File: src/design/mkh_pkg.sv
// shared types and constants for the key hash unit
`timescale 1ns / 1ps

package mkh_pkg;

  localparam int unsigned LENGTH_BITS = 16;
  localparam int unsigned HASH_W = 32;
  localparam logic [HASH_W-1:0] MIX_MUL = 32'h5bd1e995;
  localparam logic [HASH_W-1:0] SEED_RESET = 32'h7870AAFF;
  localparam int unsigned MIX_SHIFT = 24;
  localparam int unsigned FIN_SHIFT_A = 13;
  localparam int unsigned FIN_SHIFT_B = 15;

  typedef enum logic [2:0] {
    OP_NONE,
    OP_K1,
    OP_K2,
    OP_H,
    OP_TAIL,
    OP_AVAL
  } mul_op_t;

  typedef struct packed {
    logic absorb;
    mul_op_t op;
    logic load_out;
  } cmd_t;

  typedef struct packed {
    logic empty_key;
    logic word_full;
    logic out_free;
  } stat_t;

endpackage

File: src/design/murmur2_key_hash_unit.sv
// top level of the streaming 32-bit key hash unit
`timescale 1ns / 1ps

// Takes a key one byte per request and returns its 32-bit MurmurHash2 after
// the byte marked last. A first request with zero length and the last mark
// returns 0 through the load step alone, and no key is started. A byte that
// completes a four-byte word starts the word mix, which runs three multiplies
// through the one shared 32x32 multiplier while the input stalls.
// After the last byte the unit folds in leftover bytes when there are any,
// runs one avalanche multiply and loads the result register. The result
// register then holds the hash while the next key streams in. The load waits
// while an earlier hash is still held by out_stall, and the input stays
// stalled for that time. The seed register may be written at any time and
// applies from the next key on.
module murmur2_key_hash_unit (
  input  logic clk,
  input  logic rst,
  input  logic cfg_valid,
  output logic cfg_ready,
  input  logic [mkh_pkg::HASH_W-1:0] hash_seed,
  input  logic in_valid,
  output logic in_stall,
  input  logic [7:0] key_byte,
  input  logic [mkh_pkg::LENGTH_BITS-1:0] key_length,
  input  logic last_byte,
  output logic out_valid,
  input  logic out_stall,
  output logic [mkh_pkg::HASH_W-1:0] hash_value
);
  import mkh_pkg::*;

  cmd_t cmd;
  stat_t stat;
  logic key_active;

  assign cfg_ready = 1'b1;

  mkh_ctrl u_ctrl (
    .clk      (clk),
    .rst      (rst),
    .in_valid (in_valid),
    .last_byte(last_byte),
    .stat     (stat),
    .cmd      (cmd),
    .in_stall (in_stall)
  );

  mkh_datapath u_datapath (
    .clk       (clk),
    .rst       (rst),
    .cfg_valid (cfg_valid),
    .hash_seed (hash_seed),
    .key_byte  (key_byte),
    .key_length(key_length),
    .last_byte (last_byte),
    .out_stall (out_stall),
    .cmd       (cmd),
    .stat      (stat),
    .out_valid (out_valid),
    .hash_value(hash_value),
    .key_active(key_active)
  );

`ifndef ASSERT_OFF
  a_load_sets_valid: assert property (@(posedge clk) disable iff (rst)
    cmd.load_out |=> out_valid)
    else $error("result load did not raise out_valid");

  a_no_overwrite: assert property (@(posedge clk) disable iff (rst)
    cmd.load_out |-> (!out_valid || !out_stall))
    else $error("result register overwritten while stalled");

  a_empty_key_idle: assert property (@(posedge clk) disable iff (rst)
    (in_valid && !in_stall && !key_active && key_length == '0 && last_byte)
    |=> !key_active && in_stall)
    else $error("empty key started a key or skipped the result");

  a_mul_only_busy: assert property (@(posedge clk) disable iff (rst)
    (cmd.op != OP_NONE) |-> in_stall && !cmd.absorb)
    else $error("multiplier step while taking a request");
`endif

endmodule

File: src/design/mkh_ctrl.sv
// sequencer for byte absorb, word mixing and finish steps
`timescale 1ns / 1ps

module mkh_ctrl (
  input  logic clk,
  input  logic rst,
  input  logic in_valid,
  input  logic last_byte,
  input  mkh_pkg::stat_t stat,
  output mkh_pkg::cmd_t cmd,
  output logic in_stall
);
  import mkh_pkg::*;

  typedef enum logic [6:0] {
    ST_IDLE = 7'b0000001,
    ST_MIX1 = 7'b0000010,
    ST_MIX2 = 7'b0000100,
    ST_MIX3 = 7'b0001000,
    ST_FIN1 = 7'b0010000,
    ST_FIN2 = 7'b0100000,
    ST_EMIT = 7'b1000000
  } state_t;

  state_t state, state_next;
  logic last_q, last_q_next;
  logic accept;

  assign in_stall = (state != ST_IDLE);
  assign accept = in_valid && (state == ST_IDLE);

  always_comb begin
    state_next = state;
    last_q_next = last_q;
    cmd.absorb = 1'b0;
    cmd.op = OP_NONE;
    cmd.load_out = 1'b0;
    unique case (state)
      ST_IDLE: begin
        if (accept) begin
          cmd.absorb = 1'b1;
          last_q_next = last_byte;
          if (stat.empty_key) begin
            state_next = ST_EMIT;
          end else if (stat.word_full) begin
            state_next = ST_MIX1;
          end else if (last_byte) begin
            state_next = ST_FIN1;
          end
        end
      end
      ST_MIX1: begin
        cmd.op = OP_K1;
        state_next = ST_MIX2;
      end
      ST_MIX2: begin
        cmd.op = OP_K2;
        state_next = ST_MIX3;
      end
      ST_MIX3: begin
        cmd.op = OP_H;
        state_next = last_q ? ST_FIN2 : ST_IDLE;
      end
      ST_FIN1: begin
        cmd.op = OP_TAIL;
        state_next = ST_FIN2;
      end
      ST_FIN2: begin
        cmd.op = OP_AVAL;
        state_next = ST_EMIT;
      end
      ST_EMIT: begin
        if (stat.out_free) begin
          cmd.load_out = 1'b1;
          state_next = ST_IDLE;
        end
      end
      default: state_next = ST_IDLE;
    endcase
  end

  always_ff @(posedge clk) begin
    if (rst) begin
      state <= ST_IDLE;
      last_q <= 1'b0;
    end else begin
      state <= state_next;
      last_q <= last_q_next;
    end
  end

endmodule

File: src/design/mkh_datapath.sv
// hash registers, shared multiplier and result register
`timescale 1ns / 1ps

module mkh_datapath (
  input  logic clk,
  input  logic rst,
  input  logic cfg_valid,
  input  logic [mkh_pkg::HASH_W-1:0] hash_seed,
  input  logic [7:0] key_byte,
  input  logic [mkh_pkg::LENGTH_BITS-1:0] key_length,
  input  logic last_byte,
  input  logic out_stall,
  input  mkh_pkg::cmd_t cmd,
  output mkh_pkg::stat_t stat,
  output logic out_valid,
  output logic [mkh_pkg::HASH_W-1:0] hash_value,
  output logic key_active
);
  import mkh_pkg::*;

  logic [HASH_W-1:0] seed;
  logic [HASH_W-1:0] h, h_next;
  logic [HASH_W-1:0] k, k_next;
  logic [23:0] pend, pend_next;
  logic [1:0] phase, phase_next;
  logic active_next;
  logic [HASH_W-1:0] h_base;
  logic [23:0] pend_base;
  logic [1:0] phase_base;
  logic [HASH_W-1:0] operand;
  logic [HASH_W-1:0] product;
  logic empty_key;

  assign empty_key = !key_active && (key_length == '0) && last_byte;

  always_comb begin
    if (key_active) begin
      h_base = h;
      pend_base = pend;
      phase_base = phase;
    end else begin
      h_base = seed ^ HASH_W'(key_length);
      pend_base = '0;
      phase_base = '0;
    end
  end

  assign stat.empty_key = empty_key;
  assign stat.word_full = (phase_base == 2'd3);
  assign stat.out_free = !out_valid || !out_stall;

  always_comb begin
    unique case (cmd.op)
      OP_K1:   operand = k;
      OP_K2:   operand = k ^ (k >> MIX_SHIFT);
      OP_H:    operand = h;
      OP_TAIL: operand = h ^ HASH_W'(pend);
      OP_AVAL: operand = h ^ (h >> FIN_SHIFT_A);
      default: operand = h;
    endcase
  end

  assign product = operand * MIX_MUL;

  always_comb begin
    h_next = h;
    k_next = k;
    pend_next = pend;
    phase_next = phase;
    active_next = key_active;
    if (cmd.absorb) begin
      if (empty_key) begin
        h_next = '0;
      end else begin
        h_next = h_base;
        active_next = 1'b1;
        if (phase_base == 2'd3) begin
          k_next = {key_byte, pend_base};
          pend_next = '0;
          phase_next = '0;
        end else begin
          pend_next = pend_base | (24'(key_byte) << {phase_base, 3'b000});
          phase_next = phase_base + 2'd1;
        end
      end
    end
    unique case (cmd.op)
      OP_K1, OP_K2: k_next = product;
      OP_H:         h_next = product ^ k;
      OP_TAIL, OP_AVAL: h_next = product;
      default: ;
    endcase
    if (cmd.load_out) begin
      active_next = 1'b0;
      pend_next = '0;
      phase_next = '0;
    end
  end

  always_ff @(posedge clk) begin
    h <= h_next;
    k <= k_next;
    pend <= pend_next;
    if (cmd.load_out) begin
      hash_value <= h ^ (h >> FIN_SHIFT_B);
    end
    if (rst) begin
      seed <= SEED_RESET;
      phase <= '0;
      key_active <= 1'b0;
      out_valid <= 1'b0;
    end else begin
      if (cfg_valid) begin
        seed <= hash_seed;
      end
      phase <= phase_next;
      key_active <= active_next;
      if (cmd.load_out) begin
        out_valid <= 1'b1;
      end else if (!out_stall) begin
        out_valid <= 1'b0;
      end
    end
  end

endmodule

File: config.mk
export PLATFORM = sky130hd
export DESIGN_NAME = murmur2_key_hash_unit
export DESIGN_NICKNAME = d
export VERILOG_FILES = /design/src/design/mkh_pkg.sv /design/src/design/murmur2_key_hash_unit.sv /design/src/design/mkh_ctrl.sv /design/src/design/mkh_datapath.sv
export SDC_FILE = /design/constraint.sdc
export NUM_CORES = 1
export LEC_CHECK = 0
export ABC_AREA = 1
export ABC_CLOCK_PERIOD_IN_PS = 7240
export BUFFER_PORTS_ARGS = -buffer_cell sky130_fd_sc_hd__buf_2
export CORE_MARGIN = 4
export CORE_UTILIZATION = 30
export CTS_BUF_LIST = sky130_fd_sc_hd__clkbuf_8
export DETAILED_ROUTE_END_ITERATION = 10
export GPL_TIMING_DRIVEN = 0
export PLACE_DENSITY = 0.45
export SLEW_MARGIN = 20
export SYNTH_ARGS = -nofsm -noshare
export SYNTH_HDL_FRONTEND = slang
export SYNTH_SLANG_ARGS = --single-unit
File: constraint.sdc
create_clock -name clk -period 7.24 [get_ports clk]
set_input_delay 0.362 -clock clk [delete_from_list [all_inputs] [get_ports clk]]
set_output_delay 0.362 -clock clk [all_outputs]
set_load 0.01 [all_outputs]
==> results.md <==
* Status: finished, violations left
* Violated checks: setup timing
* Net Count, Synth at 2,549
* Post-Place Cells at 2,974
* Cell area after synthesis at 17,800 µm²
* Drc violations at 0
* Pins Over Slew Limit at 0
* Detailed Route WL at 68.7 mm
* Worst slew margin relative to its limit at 28.3%
* I/O Buffers at 94
* Actual transition at the worst max-transition pin at 1.07 ns
* Final routed wire length divided by cell count at 22.0 µm
* Min Tclk post-route at 7.58 ns
* Routed vias at 15,334
* Critical Path Sink Type: flip-flop
* Maximum Capacitance Violations at 0
* Final GP Congestion at 0.924
* Worst path required time at about 7.5 ns
* Worst setup slack after layout at -0.335 ns
* Dominant delay contributor by cell family on the critical path: adder cells
* Total buffers and inverters traversed by the critical path at 9
* Buffers from clock root to sink, at most at 2
* Starting density of the core at roughly 30%
* Number of setup violations in the final report at 20
* Synth top area cells: sky130_fd_sc_hd__fa_1 (20%), sky130_fd_sc_hd__edfxtp_1 (16%), sky130_fd_sc_hd__ha_1 (15%)
* Global-route wire length before repair at 101 mm
* Sink count of the clock tree at 164
* Asr flop ratio synth at 0%
* Post-synthesis cell type count at between 50 and 60
* Count of nets left with antenna violations after detail routing at 0
* Count of standard-cell rows at 89
* CTS Hold Buffers Added at 0
* Number of hold violations in the final report at 0
* RSZ-0062 raised after global routing: true
* Die area at 63,400 µm²
* Gate count after technology mapping at 2,093
* Most used DFF post-synth: sky130_fd_sc_hd__edfxtp_1
* Number of standard cells in the layout, taps in and fillers out at roughly 3,100
* Cell accounting for the most synthesized area: sky130_fd_sc_hd__fa_1
* Total track usage at 21.4%
* Mean cell area of the mapped netlist at 8.52 µm²
* Final instance area at 22,500 µm²
* Remaining global-route overflow at 0
* Layout cell share with drive strength beyond 1 at 22.3%
* CP dominant cell by count: sky130_fd_sc_hd__fa_1
* Count of state elements after synthesis at 164
* Footprint of the flip-flops and latches at 4260 µm²
* Placement Cell Area at 19,600 µm²
* Vias in the first global route at 15,706
* Ys Warns at 0
* Signed area change from the synthesized netlist to the final layout at 26.3%
* WS Path Type: reg -> reg
* Average vias per placed instance at 4.91
* Number of enable flip-flop cells after synthesis at 96
* Clock root buffer: sky130_fd_sc_hd__clkbuf_8
* Setup slack after placement at -2.00 ns
* Detailed router's first-iteration violation count at 1,308
* Data arrival time of the worst path at about 8 ns
* Maximum clock skew at final layout at 0.0303 ns
* First-pass DRT Iterations at 6
* Sequential element share of the synthesized area at 23.8%
* Later-pin clock latency in the skew report at 0.48 ns
* Number of antenna violations at the first check in global routing at 0
* Die Y at ~250 µm
* Largest fanout on the critical path at 6
* Core box area at 58,900 µm²
* Half-perimeter wire length after placement at 53.2 mm
* Leading cell type in the layout, fill and taps excluded: sky130_fd_sc_hd__inv_1
* Hold crit path type: in -> reg
* Largest net degree at the start of global routing at 42
* Depth of the CTS H-tree at 4
* Critical path's slowest cell: sky130_fd_sc_hd__fa_2
* Area occupied by multi-input gates at 12,900 µm²
* Net total in the final layout at about 2,800
* Clock tree from TritonCTS: done
* Clock transition at path regs at 0.10 ns
* Highest cell delay on the worst timing path at 0.58 ns
* Commonest non-fill, non-tap cells in the layout: sky130_fd_sc_hd__inv_1 (437), sky130_fd_sc_hd__nand2_1 (310), sky130_fd_sc_hd__ha_1 (190)
* Nature of the critical path startpoint: flip-flop
* Final cycle utilization of the critical path at 105%
* Count of fill cells added during filler insertion at 6,018
* Final core utilization at about two fifths
* Cts bufs inserted at 17
* Highest clock frequency the design can meet at between 100 and 150 MHz
* Die boundary width at 252 µm
* Share of the synthesized area in the top cell type at approximately 20%
* Antenna fix cells at 0
* Number of top-level pins at 97
==> final timing paths <==
path,from,to,slack (ns),depth (start not counted)
hold / removal,hash_seed[1],u_datapath.seed[1],0.09,3
setup / recovery,u_ctrl.state[3],u_datapath.h[29],-0.34,34
setup reg to reg,u_ctrl.state[3],u_datapath.h[29],-0.34,34
hold reg to reg,u_datapath.h[17],u_datapath.hash_value[17],0.48,0
==> Yosys cell counts, types with 2 or more instances <==
cell type and instances:
sky130_fd_sc_hd__a21o_1 2, sky130_fd_sc_hd__a21oi_1 80, sky130_fd_sc_hd__a221oi_1 6, sky130_fd_sc_hd__a311oi_1 3, sky130_fd_sc_hd__buf_1 5, sky130_fd_sc_hd__buf_2 8, sky130_fd_sc_hd__buf_4 2, sky130_fd_sc_hd__buf_6 2
sky130_fd_sc_hd__clkbuf_1 41, sky130_fd_sc_hd__clkinv_1 3, sky130_fd_sc_hd__dfxtp_1 68, sky130_fd_sc_hd__edfxtp_1 96, sky130_fd_sc_hd__fa_1 178, sky130_fd_sc_hd__ha_1 216, sky130_fd_sc_hd__inv_1 464, sky130_fd_sc_hd__inv_2 8
sky130_fd_sc_hd__nand2_1 337, sky130_fd_sc_hd__nand2_2 13, sky130_fd_sc_hd__nand2_4 6, sky130_fd_sc_hd__nand3_1 145, sky130_fd_sc_hd__nand3_2 7, sky130_fd_sc_hd__nand3b_1 3, sky130_fd_sc_hd__nand4_1 5, sky130_fd_sc_hd__nor2_1 80
sky130_fd_sc_hd__nor2_2 6, sky130_fd_sc_hd__nor2_4 5, sky130_fd_sc_hd__nor3_1 13, sky130_fd_sc_hd__nor3b_1 2, sky130_fd_sc_hd__nor4_1 5, sky130_fd_sc_hd__o211ai_1 11, sky130_fd_sc_hd__o21ai_0 97, sky130_fd_sc_hd__o21ai_1 6
sky130_fd_sc_hd__o21bai_1 7, sky130_fd_sc_hd__o221ai_1 20, sky130_fd_sc_hd__o22ai_1 17, sky130_fd_sc_hd__o31ai_1 2, sky130_fd_sc_hd__or2_1 2, sky130_fd_sc_hd__or2_2 6, sky130_fd_sc_hd__xnor2_1 46, sky130_fd_sc_hd__xor2_1 57
==> what timing repair did <==
action	in CTS	in global routing
setup buffers	92	30
setup endpoints to repair	39	34
resized for setup	219	124
pin swaps	69	63
cloned	1	0
==> registers in the layout (all words and copies together), names as in the netlist <==
signal,cells
u_ctrl.last_q,1
u_ctrl.state,7
u_datapath.h,32
u_datapath.hash_value,32
u_datapath.k,32
u_datapath.key_active,1
u_datapath.out_valid,1
u_datapath.pend,24
u_datapath.phase,2
u_datapath.seed,32
==> metal layers <==
layer	wire length [µm]	vias up	global-route usage (%)
li1	-	7143	-
met1	29800	7481	28.9
met2	30900	582	33.8
met3	5050	128	4.64
met4	2940	0	8.07
met5	0	-	0
==> metrics by stage <==
step / setup TNS, ns / hold WS, ns
2_1_floorplan: 0 / 0.421
3_3_place_gp: -82.69 / 0.434
3_5_place_dp: -49.59 / 0.445
4_1_cts: -4.84 / 0.0782
5_1_grt: -10.77 / 0.0685
6_report: -3.88 / 0.0892
==> worst register-to-register path, delay by kind of cell (launching register included) <==
family / cells / cell delay [ns]
adders and majority gates: 9 / 4.10
and+or+nand+nor: 13 / 1.48
buffers and inverters: 9 / 0.82
AOI/OAI and AO/OA: 3 / 0.56
DFF: 1 / 0.34
==> layout make-up <==
class | instances | share of cell area (%)
sequential | 164 | 18.9
clock inverter | 14 | 0.761
clock buffer | 18 | 1.10
timing repair buffer | 228 | 8.10
buffer | 56 | 1.56
multi-input combinational | 1395 | 57.2
tap | 773 | 4.30
inverter | 476 | 8.05
==> cells by family (layout without fill, tap and decap cells) <==
family | Yosys count | in the layout | share of synthesized area (%)
AO/OA/AOI/OAI | 261 | 261 | 8.68
XOR/XNOR | 103 | 103 | 5.06
adder cells (fa/ha/maj) | 394 | 394 | 35.1
buffers and inverters | 534 | 792 | 11.4
flip-flops | 164 | 164 | 23.8
other | 1 | 1 | 0.0210
AND/OR/NAND/NOR | 636 | 636 | 15.8
Power is not shown: default switching activity piles up to over one toggle a cycle in this logic, so the estimate is an artifact.
